==> config.mk <==
export PLATFORM = sky130hd
export DESIGN_NAME = cbm_merge
export DESIGN_NICKNAME = d
export VERILOG_FILES = /design/src/rtl/cbm_pkg.sv /design/src/rtl/cbm_merge.sv
export SDC_FILE = /design/constraint.sdc
export NUM_CORES = 1
export LEC_CHECK = 0
export ABC_AREA = 1
export BUFFER_PORTS_ARGS = -buffer_cell sky130_fd_sc_hd__buf_2
export CORE_MARGIN = 2
export CORE_UTILIZATION = 30
export DETAILED_ROUTE_END_ITERATION = 8
export PLACE_DENSITY = 0.63
export SLEW_MARGIN = 25
export SYNTH_ARGS = -nofsm -noshare
export SYNTH_HDL_FRONTEND = slang
export SYNTH_SLANG_ARGS = --single-unit
==> constraint.sdc <==
create_clock -name clk -period 1.3 [get_ports clk]
set_clock_uncertainty 0.2 [all_clocks]
set_input_delay 0.195 -clock clk [delete_from_list [all_inputs] [get_ports clk]]
set_output_delay 0.195 -clock clk [all_outputs]
set_load 0.02 [all_outputs]
==> src/rtl/cbm_pkg.sv <==
// Shared types and constants of the color blend mode mixer.
// Used by every module of the block; depends on nothing.
`default_nettype none

package cbm_pkg;

    localparam int MODE_BITS  = 4;
    localparam int NUM_LANES  = 5;
    localparam int NUM_STAGES = 5;

    typedef enum logic [MODE_BITS-1:0] {
        MODE_MIX        = 4'd0,
        MODE_ADD        = 4'd1,
        MODE_MULTIPLY   = 4'd2,
        MODE_SUBTRACT   = 4'd3,
        MODE_SCREEN     = 4'd4,
        MODE_DIFFERENCE = 4'd5,
        MODE_DARKEN     = 4'd6,
        MODE_LIGHTEN    = 4'd7,
        MODE_OVERLAY    = 4'd8
    } mode_t;

    typedef struct packed {
        logic [NUM_STAGES-1:0] load;
        logic [NUM_STAGES-1:0] full;
    } ctrl_t;

endpackage

`default_nettype wire

==> src/rtl/cbm_merge.sv <==
// Output stage: saturates every lane to the field width and registers
// the full result transaction. Depends on cbm_pkg.
`default_nettype none

module cbm_merge #(
    parameter int VALUE_WIDTH = 16
) (
    input  logic                                          clk,
    input  cbm_pkg::ctrl_t                                ctrl,
    input  logic [cbm_pkg::NUM_LANES-1:0][VALUE_WIDTH+1:0] lane_value,
    output logic [cbm_pkg::NUM_LANES-1:0][VALUE_WIDTH-1:0] mixed
);
    import cbm_pkg::*;

    localparam int IW = VALUE_WIDTH + 2;
    localparam logic signed [VALUE_WIDTH-1:0] O_MAX = {1'b0, {(VALUE_WIDTH-1){1'b1}}};
    localparam logic signed [VALUE_WIDTH-1:0] O_MIN = {1'b1, {(VALUE_WIDTH-1){1'b0}}};

    function automatic logic [VALUE_WIDTH-1:0] sat_out(input logic signed [IW-1:0] v);
        if (v > IW'(O_MAX))
        begin
            return O_MAX;
        end
        if (v < IW'(O_MIN))
        begin
            return O_MIN;
        end
        return v[VALUE_WIDTH-1:0];
    endfunction

    logic [NUM_LANES-1:0][VALUE_WIDTH-1:0] mixed_reg;
    logic [NUM_LANES-1:0][VALUE_WIDTH-1:0] mixed_next;

    always_comb
    begin
        for (int i = 0; i < NUM_LANES; i++)
        begin
            mixed_next[i] = sat_out($signed(lane_value[i]));
        end
    end

    always_ff @(posedge clk)
    begin
        if (ctrl.load[NUM_STAGES-1])
        begin
            mixed_reg <= mixed_next;
        end
    end

    assign mixed = mixed_reg;

endmodule

`default_nettype wire

==> results.md <==
* Syn. warnings at 0
* Power per cell area at 1160 nW/um2
* CTS tree: yes
* Worst vdd ir at 0.614 mV
* Overflow after GRT at 0
* WL/cell at 13.3 um
* Critical path arrival at 910 ps
* Synth Instances at 260
* DIE WIDTH at 109 um
* Setup violators final at 1
* Placement-stage worst setup slack at 40.5 ps
* CP endpoint kind: primary output
* Filler cells at 937
* Peak Freq at 764 MHz
* Worst path max stage delay at 420 ps
* Max FO, Critical Path at 1
* # DRC at 0
* Clock tree buffer depth at 2
* Setup_tns at -9.57 ps
* Area leader, netlist: edfxtp_1
* Final Wtd Congestion at 0.687
* Most frequent cells after synthesis: 134 x nand2_1, 80 x edfxtp_1, 25 x nand2_2
* First-pass GRT wire length at 12900 um
* Synth area leaders: edfxtp_1 73%, nand2_1 15%, nand2_2 4.7%
* Top cell family by delay on the critical path: flip-flops
* Post-synth top flop: edfxtp_1
* Netlist cell types at 10
* Core area at 10800 um2
* Vias in the first global route at 2816
* Setup Buffers After CTS at 0
* Antenna Violating Nets Remaining at 0
* DRT Pass-1 Iters at 4
* CTS clk-pin slew, worst paths at 80 ps
* Vias after detailed routing at 2752
* Io pins at 181
* Crit path from: mixed[13]
* Post-Syn Nets at 361
* Worst slew pin tran at 378 ps
* FFs w/ async S/R, synth at 0%
* Die area at 11800 um2
* Period minus WS final at 1310 ps
* Syn Area/Cell at 12.7 um2
* Worst Hold Class: in2reg
* Non-Filler Instances at 659
* Tcrit/Tclk final at 101%
* Vias per cell at 4.18
* Row Count at 38
* DR iter-0 viols at 144
* Sequential area share after synthesis at 72.9%
* Hold_sp: lane_value[69]
* Area Growth Syn to Fin at 72.3%
* Max FFs per register at 80
* Setup ws final at -9.57 ps
* Crit path to: mixed[13]
* Clk root buf: clkbuf_8
* CP Depth at 1
* Hold Vio Cnt, Final at 0
* GRT Util Overall at 14.4%
* Max-slew violations at 0
* Initial antenna violation count at 0
* Pleak at 2.60 nW
* Die Ht at 109 um
* Largest net degree at the start of global routing at 31
* Critical-path top delay cell: edfxtp_1
* H-tree levels at 3
* Crit Path Category: reg2out
* Inserted Clock Buffers at 9
* CP startpoint kind: flop
* RSZ-0062 raised after global routing: yes
* Buf/Inv on CP at 1
* Post-synth EDFFs at 80
* Initial Utilization at 30.5%
* Count leader, synth: nand2_1
* Max cap viols at 0
* Nets at 616
* Status: finished, violations left
* Synth Register Bits at 80
* Final wirelength at 8760 um
* Failing checks: setup timing
* # diodes at 0
* Share of the synthesized area in the top cell type at 72.9%
* Clock tree sinks at 80
* PortBufs at 171
* DPL Wire Length at 5790 um
* Layout cells sized above 1 at 42.8%
* Rel. slew slack at 74.7%
* CP required at 900 ps
* Mapped Area at 3300 um2
* Placed cells at 561
* CP Cell Sequence: buf_6
metal layers:
metal | GRT usage [%] | part of all wire [%]
met1 | 15.7 | 38
met2 | 26.3 | 54
met3 | 3.35 | 5.6
met4 | 6.96 | 2.1
met5 | 0 | 0
stage by stage:
stage                     power (mW)  utilization [%]  cell area [um2]  hold WS, ps
after global routing            6.91             52.6             5680         23.6
after detailed placement        4.33             39.8             4300          223
after global placement          4.30             39.8             4300          211
final                           6.61             52.6             5680         23.0
after floorplan                 3.85                -             3300          107
after CTS                       6.50             50.0             5390         2.38
report_power, final:
group / internal [mW] / switching, mW / leakage [nW]
Sequential: 3.13 / 0.0948 / 0.786
Clock: 1.07 / 0.851 / 0.103
Combinational: 0.724 / 0.738 / 1.71
Total: 4.92 / 1.68 / 2.60
logic make-up (layout without fill, tap and decap cells):
logic type,count (synthesis),count (layout),share of synthesized area (%)
flip-flops,80,80,72.9
AO/OA/AOI/OAI,5,6,2.85
AND/OR/NAND/NOR,160,160,20.3
buffers and inverters,15,273,3.91
what timing repair did:
item,CTS,global route
gates resized for setup,26,81
setup endpoints to repair,26,112
hold buffers,81,0
hold endpoints to repair,84,0
gates cloned,0,2
placed cells by master (no fill, tap or decap):
| master | count |
|---|---|
| nand2_1 | 134 |
| buf_2 | 118 |
| dlygate4sd3_1 | 81 |
| edfxtp_1 | 80 |
| buf_6 | 52 |
| nand2_2 | 24 |
| clkbuf_8 | 9 |
| o21bai_4 | 5 |
| buf_12 | 5 |
| nand2_4 | 2 |
| clkbuf_1 | 2 |
| bufinv_16 | 2 |
| clkinv_2 | 2 |
| o21bai_2 | 1 |
| clkbuf_16 | 1 |
| buf_4 | 1 |
worst min-delay path by stage:
stage / depth (start not counted) / end / slack, ps
2_1_floorplan: 0 / mixed[0] / 110
3_3_place_gp: 1 / mixed[31] / 210
3_5_place_dp: 1 / mixed[47] / 220
4_1_cts: 3 / mixed[48] / 2
5_1_grt: 3 / mixed[48] / 20
6_report: 3 / mixed[48] / 20
layout make-up:
cell class,count,area [um2],share of cell area (%)
Tap cell,140,175,3.08
Clock buffer,11,131,2.31
Sequential cell,80,2400,42.3
Multi-Input combinational cell,166,781,13.7
Timing Repair Buffer,258,2120,37.3
Clock inverter,4,70.1,1.23
No activity file was read; power rests on OpenSTA's default activity.
