$ cat src/rtl/cbm_pkg.sv
// Shared types and constants of the color blend mode mixer.
// Used by every module of the block; depends on nothing.
`default_nettype none

package cbm_pkg;

    localparam int MODE_BITS  = 4;
    localparam int NUM_LANES  = 5;
    localparam int NUM_STAGES = 5;

    typedef enum logic [MODE_BITS-1:0] {
        MODE_MIX        = 4'd0,
        MODE_ADD        = 4'd1,
        MODE_MULTIPLY   = 4'd2,
        MODE_SUBTRACT   = 4'd3,
        MODE_SCREEN     = 4'd4,
        MODE_DIFFERENCE = 4'd5,
        MODE_DARKEN     = 4'd6,
        MODE_LIGHTEN    = 4'd7,
        MODE_OVERLAY    = 4'd8
    } mode_t;

    typedef struct packed {
        logic [NUM_STAGES-1:0] load;
        logic [NUM_STAGES-1:0] full;
    } ctrl_t;

endpackage

`default_nettype wire

$ cat src/rtl/cbm_lane.sv
// One blend lane: operand prep, first product, combine, second product,
// and rounding of the second product. Depends on cbm_pkg.
`default_nettype none

module cbm_lane #(
    parameter int VALUE_WIDTH = 16
) (
    input  logic                          clk,
    input  cbm_pkg::mode_t                mode,
    input  cbm_pkg::ctrl_t                ctrl,
    input  logic signed [VALUE_WIDTH-1:0] a,
    input  logic signed [VALUE_WIDTH-1:0] b,
    input  logic signed [VALUE_WIDTH-1:0] f2,
    output logic signed [VALUE_WIDTH+1:0] value
);
    import cbm_pkg::*;

    localparam int IW = VALUE_WIDTH + 2;
    localparam int FB = VALUE_WIDTH - 4;
    localparam int PW = 2 * IW;
    localparam int SW = PW - FB;

    localparam logic signed [IW-1:0] I_MAX  = {1'b0, {(IW-1){1'b1}}};
    localparam logic signed [IW-1:0] I_MIN  = {1'b1, {(IW-1){1'b0}}};
    localparam logic signed [IW-1:0] ONE    = {{(IW-FB-1){1'b0}}, 1'b1, {FB{1'b0}}};
    localparam logic signed [IW-1:0] HALF_Q = {{(IW-FB){1'b0}}, 1'b1, {(FB-1){1'b0}}};
    localparam logic signed [PW-1:0] HALF_P = {{(PW-FB){1'b0}}, 1'b1, {(FB-1){1'b0}}};

    function automatic logic signed [IW-1:0] sat_w(input logic signed [IW:0] v);
        if (v > (IW+1)'(I_MAX))
        begin
            return I_MAX;
        end
        if (v < (IW+1)'(I_MIN))
        begin
            return I_MIN;
        end
        return v[IW-1:0];
    endfunction

    // round to nearest, ties away from zero, then saturate
    function automatic logic signed [IW-1:0] qround(input logic signed [PW-1:0] p);
        logic signed [PW-1:0] s;
        logic signed [SW-1:0] sh;
        s  = p + HALF_P - $signed({{(PW-1){1'b0}}, p[PW-1]});
        sh = s[PW-1:FB];
        if (sh > SW'(I_MAX))
        begin
            return I_MAX;
        end
        if (sh < SW'(I_MIN))
        begin
            return I_MIN;
        end
        return sh[IW-1:0];
    endfunction

    // stage 0: operand prep
    logic signed [IW-1:0] a_x, b_x, f2_x, f1_c, omb_c, dif_c, abs_c, x_c, y_c;
    logic signed [IW-1:0] a0_reg, f10_reg, x0_reg, y0_reg;

    always_comb
    begin
        a_x   = IW'(a);
        b_x   = IW'(b);
        f2_x  = IW'(f2);
        f1_c  = ONE - f2_x;
        omb_c = ONE - b_x;
        dif_c = a_x - b_x;
        abs_c = dif_c[IW-1] ? -dif_c : dif_c;
        x_c   = (mode == MODE_OVERLAY) ? (f2_x <<< 1) : f2_x;
        unique case (mode)
            MODE_DIFFERENCE: y_c = abs_c;
            MODE_SCREEN:     y_c = omb_c;
            MODE_OVERLAY:    y_c = (a_x < HALF_Q) ? b_x : omb_c;
            default:         y_c = b_x;
        endcase
    end

    always_ff @(posedge clk)
    begin
        if (ctrl.load[0])
        begin
            a0_reg  <= a_x;
            f10_reg <= f1_c;
            x0_reg  <= x_c;
            y0_reg  <= y_c;
        end
    end

    // stage 1: first products
    logic signed [IW-1:0] a1_reg, f11_reg;
    logic signed [PW-1:0] p0_reg, p1_reg;

    always_ff @(posedge clk)
    begin
        if (ctrl.load[1])
        begin
            a1_reg  <= a0_reg;
            f11_reg <= f10_reg;
            p0_reg  <= PW'(f10_reg) * PW'(a0_reg);
            p1_reg  <= PW'(x0_reg) * PW'(y0_reg);
        end
    end

    // stage 2: round and combine
    logic signed [IW-1:0] q0_c, q1_c, res_c, t_c, z_c, fac_c, oma_c;
    logic                 use2_c, inv_c, alow_c;
    logic signed [IW-1:0] res2_reg, t2_reg, z2_reg;
    logic                 use2_2_reg, inv2_reg;

    always_comb
    begin
        q0_c   = qround(p0_reg);
        q1_c   = qround(p1_reg);
        fac_c  = sat_w((IW+1)'(f11_reg) + (IW+1)'(q1_c));
        oma_c  = ONE - a1_reg;
        alow_c = a1_reg < HALF_Q;
        res_c  = '0;
        t_c    = fac_c;
        z_c    = a1_reg;
        use2_c = 1'b0;
        inv_c  = 1'b0;
        unique case (mode)
            MODE_ADD:      res_c = sat_w((IW+1)'(a1_reg) + (IW+1)'(q1_c));
            MODE_SUBTRACT: res_c = sat_w((IW+1)'(a1_reg) - (IW+1)'(q1_c));
            MODE_MULTIPLY: use2_c = 1'b1;
            MODE_SCREEN:
            begin
                z_c    = oma_c;
                use2_c = 1'b1;
                inv_c  = 1'b1;
            end
            MODE_DARKEN:   res_c = (q1_c < a1_reg) ? q1_c : a1_reg;
            MODE_LIGHTEN:  res_c = (q1_c > a1_reg) ? q1_c : a1_reg;
            MODE_OVERLAY:
            begin
                z_c    = alow_c ? a1_reg : oma_c;
                use2_c = 1'b1;
                inv_c  = !alow_c;
            end
            default:       res_c = sat_w((IW+1)'(q0_c) + (IW+1)'(q1_c));
        endcase
    end

    always_ff @(posedge clk)
    begin
        if (ctrl.load[2])
        begin
            res2_reg   <= res_c;
            t2_reg     <= t_c;
            z2_reg     <= z_c;
            use2_2_reg <= use2_c;
            inv2_reg   <= inv_c;
        end
    end

    // stage 3: second product
    logic signed [PW-1:0] p3_reg;
    logic signed [IW-1:0] res3_reg;
    logic                 use2_3_reg, inv3_reg;

    always_ff @(posedge clk)
    begin
        if (ctrl.load[3])
        begin
            p3_reg     <= PW'(t2_reg) * PW'(z2_reg);
            res3_reg   <= res2_reg;
            use2_3_reg <= use2_2_reg;
            inv3_reg   <= inv2_reg;
        end
    end

    logic signed [IW-1:0] q2_c;

    always_comb
    begin
        q2_c = qround(p3_reg);
        if (!use2_3_reg)
        begin
            value = res3_reg;
        end
        else if (inv3_reg)
        begin
            value = sat_w((IW+1)'(ONE) - (IW+1)'(q2_c));
        end
        else
        begin
            value = q2_c;
        end
    end

endmodule

`default_nettype wire

$ cat config.mk
export PLATFORM = sky130hd
export DESIGN_NAME = cbm_lane
export DESIGN_NICKNAME = d
export VERILOG_FILES = /design/src/rtl/cbm_pkg.sv /design/src/rtl/cbm_lane.sv
export SDC_FILE = /design/constraint.sdc
export NUM_CORES = 2
export LEC_CHECK = 0
export ABC_AREA = 1
export BUFFER_PORTS_ARGS = -buffer_cell sky130_fd_sc_hd__buf_2
export CAP_MARGIN = 40
export CORE_MARGIN = 3
export CORE_UTILIZATION = 67
export DETAILED_ROUTE_END_ITERATION = 8
export GPL_TIMING_DRIVEN = 1
export PLACE_DENSITY_LB_ADDON = 0.05
export SLEW_MARGIN = 20
export SYNTH_ARGS = -nofsm -noshare
export SYNTH_HDL_FRONTEND = slang
export SYNTH_SLANG_ARGS = --single-unit
export TNS_END_PERCENT = 20
$ cat constraint.sdc
create_clock -name clk -period 8.5 [get_ports clk]
set_input_delay 0.85 -clock clk [delete_from_list [all_inputs] [get_ports clk]]
set_output_delay 0.85 -clock clk [all_outputs]
set_load 0.03 [all_outputs]
==> results.yml <==
status:
  status: "complete, no violations"
clocking:
  clock-sinks: 280
  clockBufferDepth: 3
  clock_latency_ps: 600
  clk_pin_slew_ps: 60
  holdBufCountCts: 0
  cts_tree: "yes"
  cts.repair.resized: 0
  cts_root_buffer: "clkbuf_16"
  h-tree-depth: 1
  cts_setup_buffers: 0
  cts_buffers: 31
place:
  dp_hpwl_mm: 117
  place_ws_ps: 902
  globalplace.congestion: 0.999
  port_buffers: 74
  dp.cells: 7898
grt:
  overflow: 0
  grt_max_degree: 72
  grt_use_total: 0.342
  grt_pass1_wl_mm: 232
  antenna_found_initial: 6
  grt_pass1_vias: 44600
synth:
  synth-seq-cells: 280
  synthesis.area_um2: 55700
  ys.flop_type: "edfxtp_1"
  syn_avg_cell_area_um2: 8.06
  yosys_warnings: 0
  ys_seq_area_frac: 0.151
  synth-async-reset-ratio: 0
  synth-edff-count: 280
  syn_inst: 6915
  netlist-cell-type-count: 62
  syn-num-nets: 8363
critical_path:
  r2r_end: "res2_reg[13]"
  worstSetupEndpointType: "flip-flop"
  max_stage_delay_ps: 540
  cpMostUsedCell: "nand2_1"
  path_max_fanout: 45
  worstPathArrival_ps: 8120
  regToRegSetupSlack_ps: 730
  cpMaxStageDelayCell: "a221oi_1"
  required_ps: 8850
  reg2reg_depth: 36
  regToRegStartpoint: "p1_reg[1]"
  path_class: "flip-flop to flip-flop"
  crit_path_start_kind: "flip-flop"
timing:
  fin_setup_tns_ps: 0
  fin_skew_ps: 28.3
  hold_viol_final: 0
  post-route-min-period_ps: 7770
  fin_ws_ps: 728
  rsz0062_at_grt: "false"
  fmax_mhz: 129
  worst_pin_slew_ps: 949
  timing.final.crit_share: 0.914
  drv_slew: 0
  maxSlewHeadroom: 0.367
  setup_viol_count_final: 0
drt:
  vias: 43800
  drcViolationCount: 0
  detail-route-antenna-nets: 0
  drt-total-wl_mm: 143
  viasPerCell: 5.49
  initialDrtViolationCount: 3128
  wl_per_cell_um: 17.9
  first_pass_iters: 7
layout:
  area_growth_pct: 4.84
  final_cell_mix: "inv_1, nand2_1, fa_1"
  drive_gt1_frac: 0.0458
  final_common_cell: "inv_1"
  fin_util: 0.710
  fin_cells: 7976
  nets: 8328
  largest_reg_flops: 36
die:
  std_cell_rows: 105
  io_pins: 81
  initial_core_util: 0.677
  dieArea_um2: 86600
  die_w_um: 294
  coreArea_um2: 82200
  die_h_um: 294
min_path:
  hold_end: "res3_reg[8]"
  worst_hold_path_type: "flip-flop to flip-flop"
  whs_path_depth: 0
  hp-start: "res2_reg[8]"
run:
  cap_violations: 0
## worst max-delay path by stage
| stage | from | to | slack, ps | cells after the start |
|---|---|---|---|---|
| floorplan | z2_reg[8] | p3_reg[33] | 2210 | 27 |
| global placement | p1_reg[1] | res2_reg[15] | 1020 | 36 |
| detailed placement | p1_reg[1] | res2_reg[15] | 900 | 36 |
| CTS | p1_reg[1] | res2_reg[15] | 850 | 35 |
| global route | p1_reg[1] | res2_reg[7] | 30 | 39 |
| finish | p1_reg[1] | res2_reg[13] | 730 | 36 |
## kinds of logic (layout without fill, tap and decap cells)
group | Yosys count | in the layout | synth area share
buf+inv | 2007 | 1995 | 0.136
flops | 280 | 280 | 0.151
xor+xnor | 279 | 279 | 0.0440
other cells | 0 | 3 | 0
compound gates | 698 | 698 | 0.0693
simple gates | 2266 | 2266 | 0.164
fa+ha+maj | 1385 | 1385 | 0.435
## Yosys cell counts, drive strengths merged (2+ instances only)
library cell | count | share of area
a21o | 11 | 0.0015
o21a | 16 | 0.0022
a21oi | 337 | 0.030
edfxtp | 280 | 0.15
ha | 463 | 0.10
a31oi | 24 | 0.0027
o221a | 2 | 0.00040
o221ai | 5 | 0.00079
nor2 | 284 | 0.020
a22oi | 4 | 0.00054
fa | 922 | 0.33
a21boi | 12 | 0.0016
o41ai | 2 | 0.00031
nand4 | 32 | 0.0036
inv | 1767 | 0.12
a221oi | 2 | 0.00031
clkinv | 4 | 0.00027
o311ai | 3 | 0.00047
xnor2 | 97 | 0.015
o21ai | 220 | 0.020
o211ai | 10 | 0.0013
nor4 | 5 | 0.00056
o2111ai | 2 | 0.00031
nand2 | 1640 | 0.11
and3 | 4 | 0.00045
o31ai | 9 | 0.0012
xor2 | 182 | 0.029
o21bai | 20 | 0.0027
nand3b | 4 | 0.00054
nor3 | 68 | 0.0062
buf | 26 | 0.0027
nand3 | 169 | 0.015
a211oi | 10 | 0.0013
clkbuf | 210 | 0.014
or2 | 58 | 0.0065
## stage by stage
step	area [um2]	hold WS, ps
floorplan	55700	400
global placement	57000	404
detailed placement	57100	405
CTS	58100	420
global route	58400	426
finish	58400	419
## final cells by class
type,instances,area [um2]
multi-input combinational,4628,39700
fill,6649,23800
sequential,280,8410
inverter,1771,6650
tap,1070,1340
timing repair buffer,168,1240
clock buffer,34,787
clock inverter,22,254
antenna,3,7.51
## critical path, delay by kind of cell, from the launching register on
family | cells | cell delay, ps
AO/OA/AOI/OAI | 16 | 3290
AND/OR/NAND/NOR | 13 | 1970
adder cells (fa/ha/maj) | 3 | 1120
buffers and inverters | 4 | 730
flip-flops | 1 | 400
## metal layers
layer / up-vias / share of wire / GRT usage
met5: - / 0.000091 / 0
met4: 2 / 0.058 / 0.158
met3: 401 / 0.067 / 0.0374
met2: 1577 / 0.49 / 0.591
met1: 21200 / 0.39 / 0.434
li1: 20700 / - / -
Power is not shown: default switching activity piles up to over one toggle a cycle in this logic, so the estimate is an artifact.
