`src/rtl/cbm_pkg.sv`:
```
// Shared types and constants of the color blend mode mixer.
// Used by every module of the block; depends on nothing.
`default_nettype none

package cbm_pkg;

    localparam int MODE_BITS  = 4;
    localparam int NUM_LANES  = 5;
    localparam int NUM_STAGES = 5;

    typedef enum logic [MODE_BITS-1:0] {
        MODE_MIX        = 4'd0,
        MODE_ADD        = 4'd1,
        MODE_MULTIPLY   = 4'd2,
        MODE_SUBTRACT   = 4'd3,
        MODE_SCREEN     = 4'd4,
        MODE_DIFFERENCE = 4'd5,
        MODE_DARKEN     = 4'd6,
        MODE_LIGHTEN    = 4'd7,
        MODE_OVERLAY    = 4'd8
    } mode_t;

    typedef struct packed {
        logic [NUM_STAGES-1:0] load;
        logic [NUM_STAGES-1:0] full;
    } ctrl_t;

endpackage

`default_nettype wire

```
`src/rtl/cbm_ctrl.sv`:
```
// Pipeline flow control: per-stage occupancy and load enables.
// Depends on cbm_pkg.
`default_nettype none

module cbm_ctrl (
    input  logic           clk,
    input  logic           rst_n,
    input  logic           in_valid,
    input  logic           out_ready,
    output logic           in_ready,
    output logic           out_valid,
    output cbm_pkg::ctrl_t ctrl
);
    import cbm_pkg::*;

    logic [NUM_STAGES-1:0] full_reg;
    logic [NUM_STAGES-1:0] full_next;
    logic [NUM_STAGES-1:0] load;

    // a stage loads when empty or when the stage after it loads
    always_comb
    begin
        load[NUM_STAGES-1] = !full_reg[NUM_STAGES-1] || out_ready;
        for (int k = NUM_STAGES - 2; k >= 0; k--)
        begin
            load[k] = !full_reg[k] || load[k+1];
        end
    end

    always_comb
    begin
        full_next = full_reg;
        if (load[0])
        begin
            full_next[0] = in_valid;
        end
        for (int k = 1; k < NUM_STAGES; k++)
        begin
            if (load[k])
            begin
                full_next[k] = full_reg[k-1];
            end
        end
    end

    always_ff @(posedge clk or negedge rst_n)
    begin
        if (!rst_n)
        begin
            full_reg <= '0;
        end
        else
        begin
            full_reg <= full_next;
        end
    end

    assign in_ready  = load[0];
    assign out_valid = full_reg[NUM_STAGES-1];
    assign ctrl.load = load;
    assign ctrl.full = full_reg;

endmodule

`default_nettype wire

```
`config.mk`:
```
export PLATFORM = sky130hd
export DESIGN_NAME = cbm_ctrl
export DESIGN_NICKNAME = d
export VERILOG_FILES = /design/src/rtl/cbm_pkg.sv /design/src/rtl/cbm_ctrl.sv
export SDC_FILE = /design/constraint.sdc
export NUM_CORES = 1
export LEC_CHECK = 0
export ABC_AREA = 1
export ABC_CLOCK_PERIOD_IN_PS = 1080
export BUFFER_PORTS_ARGS = -buffer_cell sky130_fd_sc_hd__buf_2
export CORE_AREA = 2 2 39 41
export CTS_CLUSTER_SIZE = 20
export DETAILED_ROUTE_END_ITERATION = 8
export DIE_AREA = 0 0 41 43
export PLACE_DENSITY = 0.51
export SLEW_MARGIN = 30
export SYNTH_ARGS = -nofsm -noshare
export SYNTH_HDL_FRONTEND = slang
export SYNTH_SLANG_ARGS = --single-unit
```
`constraint.sdc`:
```
create_clock -name clk -period 1.08 [get_ports clk]
set_clock_uncertainty 0.1 [all_clocks]
set_input_delay 0.108 -clock clk [delete_from_list [all_inputs] [get_ports clk]]
set_output_delay 0.108 -clock clk [all_outputs]
set_load 0.005 [all_outputs]
```
==> metrics.csv, run 1 <==
stage;metric;value;unit
logic_synthesis;dominant cell type by area after synthesis;dfrtp_1;
logic_synthesis;area share of the largest cell type after synthesis;0.562;
floorplan;Starting Density;0.161;
outcome;failing checks;setup timing;
worst_setup_path;R2R cell count;5;
logic_synthesis;library cells used by synthesis;7;
routing;Via density;3.56;
hold_path;Hold Path Depth;4;
logic_synthesis;synth warn;0;
logic_synthesis;EDFF count, synth;0;
floorplan;Die Y;43;um
sta;minimum clock period;1.29;ns
pwr;Cell Pwr Density;1520;mW/mm^2
logic_synthesis;synthesized-area fraction occupied by adder cells;0;
floorplan;Total Die Area;0.00176;mm^2
routing;Vias;224;
logic_synthesis;top cells by count, synth;6 x inv_1, 6 x nand2_1, 5 x dfrtp_1;
layout;Area Overhead vs Synth;84.8;%
routing;initial detailed-routing violation count;0;
logic_synthesis;Compound-Gate Fraction of Synth Area;0;
pwr;leakage;0.218;nW
placed_design;DP Wirelength;351;um
sta;Final setup viols;8;
worst_setup_path;Worst R2R End;full_reg[0];
clocking;Clock Path Buffers;2;
logic_synthesis;main flop type after synthesis;dfrtp_1;
grt;vias in the first global route;197;
hold_path;Tightest Hold Check Type;in2reg;
clocking;insertion delay to the later sink of the worst-skew pair;0.24;ns
floorplan;Cell Rows;14;
routing;Routed Antenna Nets;0;
worst_setup_path;crit end category;primary output;
sta;Tcrit/Tclk final;1.19;
sta;worst-margin pin slew;0.132;ns
worst_setup_path;CP arrival;1.08;ns
grt;first-pass GRT wire length;738;um
floorplan;Die Width;41;um
clocking;H-Tree Depth;1;
layout;Nets;52;
pwr;combinational power share;0.287;
logic_synthesis;Seq cells post-synth;5;
pwr;Tot Pwr;0.625;mW
hold_path;worst min-delay path startpoint;out_ready;
pwr;net switching power;0.171;mW
worst_setup_path;Worst setup SP type;flop;
placed_design;placed cell areas;310;um^2
outcome;outcome;finished, violations left;
sta;setup TNS;-1.01;ns
placed_design;Final GP Congestion;0.565;
logic_synthesis;sequential fraction of the synthesis area;0.562;
clocking;CTS sink cnt;5;
floorplan;Ports;16;
worst_setup_path;critical path peak fanout;2;
pwr;Max rail drop VDD;0.000704;V
sta;maximum clock rate;0.776;GHz
sta;hold_ws;0.0480;ns
grt;largest net degree at the start of global routing;6;
pwr;Clock Power Share;0.351;
placed_design;port bufs;15;
logic_synthesis;simple-gate portion of the synthesized area;0.270;
routing;Routed WL per cell;8.17;um
flow_run;Max-Cap Viols;0;
grt;Total GRT Usage;0.0668;
layout;Final Util;0.297;
worst_setup_path;Crit Reg-Reg Startpoint;full_reg[3];
routing;drt pass-1 iters;1;
logic_synthesis;Synth area leaders;dfrtp_1 56%, inv_1 10%, nand2_1 10%;
worst_setup_path;R2R Setup Slk;0.04;ns
layout;layout cells sized above 1;0.574;
grt;initial antenna violation count;0;
routing;drt total wl;515;um
hold_path;hold endpoint;full_reg[4];
logic_synthesis;Synth async-reset ratio;1.00;
pwr;P_int;0.454;mW
pwr;sequential share of power;0.362;
layout;ANT cells;0;
layout;max reg flops;5;
worst_setup_path;Worst EP required;0.87;ns
sta;final hold viol count;0;
worst_setup_path;critical setup path kind;reg2out;
logic_synthesis;syn avg cell area;9.68;um^2
sta;worst setup margin;-0.209;ns
logic_synthesis;synthesized area;223;um^2
pwr;Sw Ratio;0.274;
logic_synthesis;syn nets;27;
clocking;CTS root buf;clkbuf_4;
layout;final instance area;412;um^2
sta;max-slew violations;0;
worst_setup_path;worst setup path startpoint;full_reg[3];
grt;grt total ovfl;0;
logic_synthesis;post-synthesis xor/xnor area fraction;0;
logic_synthesis;Post-Syn Instances;23;
logic_synthesis;multiplexer area fraction after synthesis;0;
sta;RSZ-0062 raised after global routing;yes;
sta;Slew HR;0.912;
routing;# DRC;0;
clocking;CTS buffer count;3;
clocking;CTS clock-pin slew for the worst setup and hold paths;0.05;ns
clocking;CTS tree;done;
floorplan;core box area;0.00138;mm^2
logic_synthesis;main combinational cell family by area after synthesis;simple AND/OR/NAND/NOR gates;
## layout make-up
class	count	area, um^2
Sequential cell	5	125
Inverter	6	22.5
Tap cell	16	20.0
Timing Repair Buffer	22	155
Clock buffer	4	26.3
Multi-Input combinational cell	10	62.6
Fill cell	146	972
## cells in the final DEF, fill, tap and decap left out, drive strengths merged
| cell | Yosys | final |
|---|---|---|
| buf | 2 | 20 |
| clkbuf | 0 | 4 |
| dfrtp | 5 | 5 |
| dlygate4sd3 | 0 | 2 |
| inv | 6 | 6 |
| nand2 | 6 | 6 |
| nand3 | 2 | 2 |
| nor2 | 1 | 1 |
| or2 | 1 | 1 |
## critical path, stage by stage (launching register included)
cell and delay [ns]:
dfrtp_1 0.35, nand3_2 0.12, buf_4 0.16, buf_6 0.11, buf_6 0.10
## per-stage QoR
stage	instances	setup slack (ns)
after floorplan	23	0.00582
after global placement	53	0.00871
after detailed placement	53	0.0133
after CTS	62	-0.250
after global routing	63	-0.284
final	63	-0.209
## power groups by stage
stage / Clock, mW / Sequential [mW] / Combinational [mW]
final: 0.220 / 0.227 / 0.179
after global routing: 0.252 / 0.229 / 0.202
after detailed placement: 0 / 0.230 / 0.125
after floorplan: 0 / 0.233 / 0.0619
after CTS: 0.231 / 0.226 / 0.152
after global placement: 0 / 0.230 / 0.125
## cell families after synthesis
family	Yosys count
simple gates	10
flops	5
buf+inv	8
## layer usage
metal | GRT usage | share of wire
met2 | 0.0969 | 0.44
met5 | 0 | 0
met4 | 0.0200 | 0
met3 | 0.0628 | 0.15
met1 | 0.0660 | 0.41
## timing repair
item | CTS | global route
endpoints found under the hold margin | 6 | 0
pin swaps | 2 | 2
setup buffers | 3 | 2
endpoints found under the setup margin | 8 | 10
gates resized for setup | 0 | 5
hold buffers | 2 | 0
## worst max-delay path by stage
stage and to:
4_1_cts ctrl[5], 5_1_grt ctrl[5], 3_5_place_dp ctrl[5], 3_3_place_gp ctrl[5]
6_report ctrl[8], 2_1_floorplan ctrl[5]
Note: power is estimated with default switching activity, not from simulation.
==> run 2: changes to the inputs <==
- ABC_CLOCK_PERIOD_IN_PS: 1080 -> 1400
- PLACE_DENSITY: 0.51 -> default
- PLACE_DENSITY_LB_ADDON: default -> 0.12
- clock period: 1.08 -> 1.4 ns (I/O delays scaled with it)
==> metrics.csv, run 2 (synthesis results as in run 1) <==
stage;metric;value;unit
sta;minimum clock period;1.35;ns
pwr;leakage;0.196;nW
routing;Via density;3.58;
routing;Vias;215;
routing;Routed Antenna Nets;0;
flow_run;Max-Cap Viols;0;
worst_setup_path;worst setup path startpoint;full_reg[3];
worst_setup_path;R2R Setup Slk;0.42;ns
sta;worst-margin pin slew;0.139;ns
pwr;Cell Pwr Density;1240;mW/mm^2
grt;initial antenna violation count;0;
floorplan;Total Die Area;0.00176;mm^2
layout;Filler cells;161;
placed_design;port bufs;15;
layout;Non-Filler Instances;60;
floorplan;Cell Rows;14;
sta;RSZ-0062 raised after global routing;yes;
floorplan;Starting Density;0.161;
worst_setup_path;R2R cell count;3;
layout;max reg flops;5;
floorplan;Die Width;41;um
layout;most common cell after layout, fill and taps aside;buf_2;
floorplan;Die Y;43;um
worst_setup_path;crit end category;primary output;
sta;worst setup margin;0.0454;ns
hold_path;hold endpoint;full_reg[4];
layout;Area Overhead vs Synth;63.5;%
clocking;CTS resizes;0;
clocking;CTS root buf;clkbuf_4;
pwr;Max rail drop VDD;0.000387;V
routing;drt pass-1 iters;2;
routing;initial detailed-routing violation count;2;
placed_design;Placed Instances;52;
routing;drt total wl;545;um
hold_path;Tightest Hold Check Type;in2reg;
worst_setup_path;critical setup path kind;reg2out;
worst_setup_path;critical path peak fanout;4;
layout;most frequent cells in the layout;15 x buf_2, 6 x inv_1, 6 x nand2_1, 5 x dfrtp_1, 3 x clkbuf_4;
placed_design;DP Wirelength;428;um
routing;# DRC;0;
placed_design;Final GP Congestion;0.562;
clocking;CTS clock-pin slew for the worst setup and hold paths;0.05;ns
clocking;H-Tree Depth;1;
layout;Nets;49;
clocking;CTS sink cnt;5;
sta;Final setup viols;0;
layout;layout cells sized above 1;0.523;
worst_setup_path;Worst R2R End;full_reg[2];
worst_setup_path;Crit Reg-Reg Startpoint;full_reg[3];
hold_path;Hold Path Depth;4;
floorplan;core box area;0.00138;mm^2
pwr;Tot Pwr;0.451;mW
sta;max-slew violations;0;
grt;first-pass GRT wire length;897;um
sta;setup TNS;0;ns
grt;vias in the first global route;207;
hold_path;worst min-delay path startpoint;out_ready;
layout;ANT cells;0;
clocking;CTS tree;done;
grt;largest net degree at the start of global routing;6;
clocking;Clock Path Buffers;2;
grt;grt total ovfl;0;
sta;maximum clock rate;0.738;GHz
worst_setup_path;Worst setup SP type;flop;
clocking;insertion delay to the later sink of the worst-skew pair;0.24;ns
sta;hold_ws;0.0870;ns
routing;Routed WL per cell;9.08;um
grt;Total GRT Usage;0.0845;
worst_setup_path;CP arrival;1.11;ns
clocking;CTS buffer count;3;
floorplan;Ports;16;
sta;Tcrit/Tclk final;0.968;
outcome;outcome;finished, final reports clean;
placed_design;post-place setup slack;0.265;ns
sta;final hold viol count;0;
sta;Slew HR;0.908;
worst_setup_path;Worst EP required;1.16;ns
## run 2: cell types whose count changed in the layout (fill, tap and decap cells not counted), sizes merged
cell	change
buf	-3
## run 2: routing by layer
| layer | global-route usage | vias to the layer above | part of all wire | routed length (um) |
|---|---|---|---|---|
| li1 | - | 107 | - | - |
| met1 | 0.0906 | 93 | 0.42 | 227 |
| met2 | 0.109 | 13 | 0.46 | 251 |
| met3 | 0.0314 | 2 | 0.10 | 57 |
| met4 | 0.100 | 0 | 0.015 | 8 |
| met5 | 0 | - | 0 | 0 |
## run 2: timing repair
action                     in CTS  in global routing
setup endpoints to repair       2                  3
hold endpoints to repair        6                  0
setup buffers                   1                  1
hold buffers                    2                  0
## run 2: layout make-up
type	instances	area, um^2	share of cell area
tap	16	20.0	0.0550
inverter	6	22.5	0.0619
multi-input combinational	10	60.1	0.165
clock buffer	4	26.3	0.0722
sequential	5	125	0.344
timing repair buffer	19	110	0.302
## run 2: worst max path at each step
stage	to	slack [ns]	cells past startpoint
CTS	ctrl[5]	0.03	4
detailed placement	ctrl[5]	0.27	4
floorplan	ctrl[5]	0.28	4
global route	ctrl[5]	-0.05	4
finish	ctrl[5]	0.05	4
global placement	ctrl[5]	0.31	4
## run 2: worst max-delay path: stages (launching register included)
cell     delay [ns]
dfrtp_1        0.36
nand3_2        0.13
nor2_4         0.15
nand3_2        0.09
buf_2          0.14
## run 2: report_power, final
| part | switching [mW] | internal, mW |
|---|---|---|
| registers | 0.0138 | 0.162 |
| clock network | 0.0619 | 0.108 |
| logic | 0.0516 | 0.0538 |
## run 2: stage by stage
stage / cell area [um^2] / util
final: 364 / 0.263
after global routing: 364 / 0.263
after CTS: 357 / 0.258
after detailed placement: 303 / 0.219
after global placement: 303 / 0.219
after floorplan: 223 / -
==> run 3: changes to the inputs <==
- CELL_PAD_IN_SITES_DETAIL_PLACEMENT: default -> 1
- CELL_PAD_IN_SITES_GLOBAL_PLACEMENT: default -> 1
==> metrics.csv, run 3 (synthesis results as in run 1) <==
stage;metric;value;unit
clocking;CTS buffer count;3;
floorplan;core box area;0.00138;mm^2
layout;final instance area;357;um^2
pwr;Cell Pwr Density;1240;mW/mm^2
layout;Filler cells;172;
sta;final hold viol count;0;
placed_design;port bufs;15;
layout;most common cell after layout, fill and taps aside;buf_2;
sta;hold_ws;0.0947;ns
pwr;Max rail drop VDD;0.000332;V
worst_setup_path;Worst EP required;1.16;ns
worst_setup_path;CP arrival;1.15;ns
layout;Area Overhead vs Synth;60.1;%
worst_setup_path;Worst setup SP type;flop;
worst_setup_path;critical setup path kind;reg2out;
routing;DR WL met3;66;um
clocking;CTS root buf;clkbuf_4;
flow_run;Max-Cap Viols;0;
pwr;leakage;0.190;nW
routing;Vias;222;
floorplan;Total Die Area;0.00176;mm^2
clocking;H-Tree Depth;1;
layout;Non-Filler Instances;59;
outcome;outcome;finished, final reports clean;
placed_design;Final GP Congestion;0.572;
layout;Final Util;0.258;
clocking;CTS sink cnt;5;
floorplan;Ports;16;
sta;max-slew violations;0;
sta;Slew HR;0.913;
placed_design;Placed Instances;52;
routing;initial detailed-routing violation count;1;
grt;largest net degree at the start of global routing;6;
floorplan;Starting Density;0.161;
grt;first-pass GRT wire length;800;um
routing;met2 routed WL;220;um
sta;worst setup margin;0.0126;ns
grt;grt total ovfl;0;
routing;uppermost layer routed;met3;
layout;layout cells sized above 1;0.512;
routing;DRT met1 WL;230;um
clocking;CTS tree;done;
layout;most frequent cells in the layout;15 x buf_2, 6 x inv_1, 6 x nand2_1, 5 x dfrtp_1, 3 x clkbuf_4;
pwr;Tot Pwr;0.442;mW
placed_design;placed cell areas;303;um^2
hold_path;Tightest Hold Check Type;in2reg;
grt;vias in the first global route;204;
layout;max reg flops;5;
layout;area taken by multi-input logic gates;60.1;um^2
routing;Routed Antenna Nets;0;
worst_setup_path;critical path peak fanout;4;
routing;Routed WL per cell;8.78;um
worst_setup_path;crit end category;primary output;
sta;Final setup viols;0;
grt;initial antenna violation count;0;
placed_design;post-place setup slack;0.275;ns
routing;drt pass-1 iters;2;
routing;Via density;3.76;
routing;drt total wl;518;um
layout;ANT cells;0;
clocking;Clock Path Buffers;2;
layout;Sequential cell area;125;um^2
clocking;CTS clock-pin slew for the worst setup and hold paths;0.04;ns
sta;minimum clock period;1.39;ns
sta;maximum clock rate;0.721;GHz
layout;Nets;48;
sta;Tcrit/Tclk final;0.991;
floorplan;Cell Rows;14;
sta;worst-margin pin slew;0.131;ns
sta;RSZ-0062 raised after global routing;yes;
floorplan;Die Width;41;um
grt;Total GRT Usage;0.0768;
routing;# DRC;0;
clocking;insertion delay to the later sink of the worst-skew pair;0.24;ns
floorplan;Die Y;43;um
sta;setup TNS;0;ns
==> run 3: cell count changes in the layout (fill, tap and decap cells not counted) <==
cell   delta
buf_4     -1
==> run 3: layer usage <==
layer / up-vias / GRT usage
met5: - / 0
met4: 0 / 0.0800
met3: 0 / 0.0471
met2: 15 / 0.103
met1: 103 / 0.0721
li1: 104 / -
==> run 3: what timing repair did <==
action	4_1_cts	5_1_grt
gates resized for setup	0	0
hold buffers	2	0
setup buffers	0	1
setup endpoints to repair	0	3
endpoints found under the hold margin	6	0
==> run 3: final cells by class <==
class,instances,share of cell area
tap,16,0.0561
timing repair buffer,18,0.288
clock buffer,4,0.0737
sequential,5,0.351
multi-input combinational,10,0.168
inverter,6,0.0632
==> run 3: critical path: stages, from the launching register on <==
cell	delay, ns
dfrtp_1	0.38
nand3_2	0.12
nor2_4	0.17
nand3_2	0.09
buf_2	0.14
==> run 3: power breakdown <==
| part | total [mW] | leakage [nW] | internal (mW) | switching [mW] |
|---|---|---|---|---|
| Combinational | 0.0992 | 0.123 | 0.0497 | 0.0494 |
| Sequential | 0.176 | 0.0520 | 0.162 | 0.0142 |
| Clock | 0.166 | 0.0150 | 0.108 | 0.0586 |
==> run 3: final timing paths <==
check / from / to / slack, ns / cells after the start
max: full_reg[4] / ctrl[5] / 0.01 / 4
min: out_ready / full_reg[4] / 0.09 / 4
max reg2reg: full_reg[4] / full_reg[0] / 0.29 / 5
min reg2reg: full_reg[3] / full_reg[4] / 0.41 / 2
max in group asynchronous: rst_n / full_reg[1] / 0.92 / 2
min in group asynchronous: rst_n / full_reg[3] / 0.15 / 2
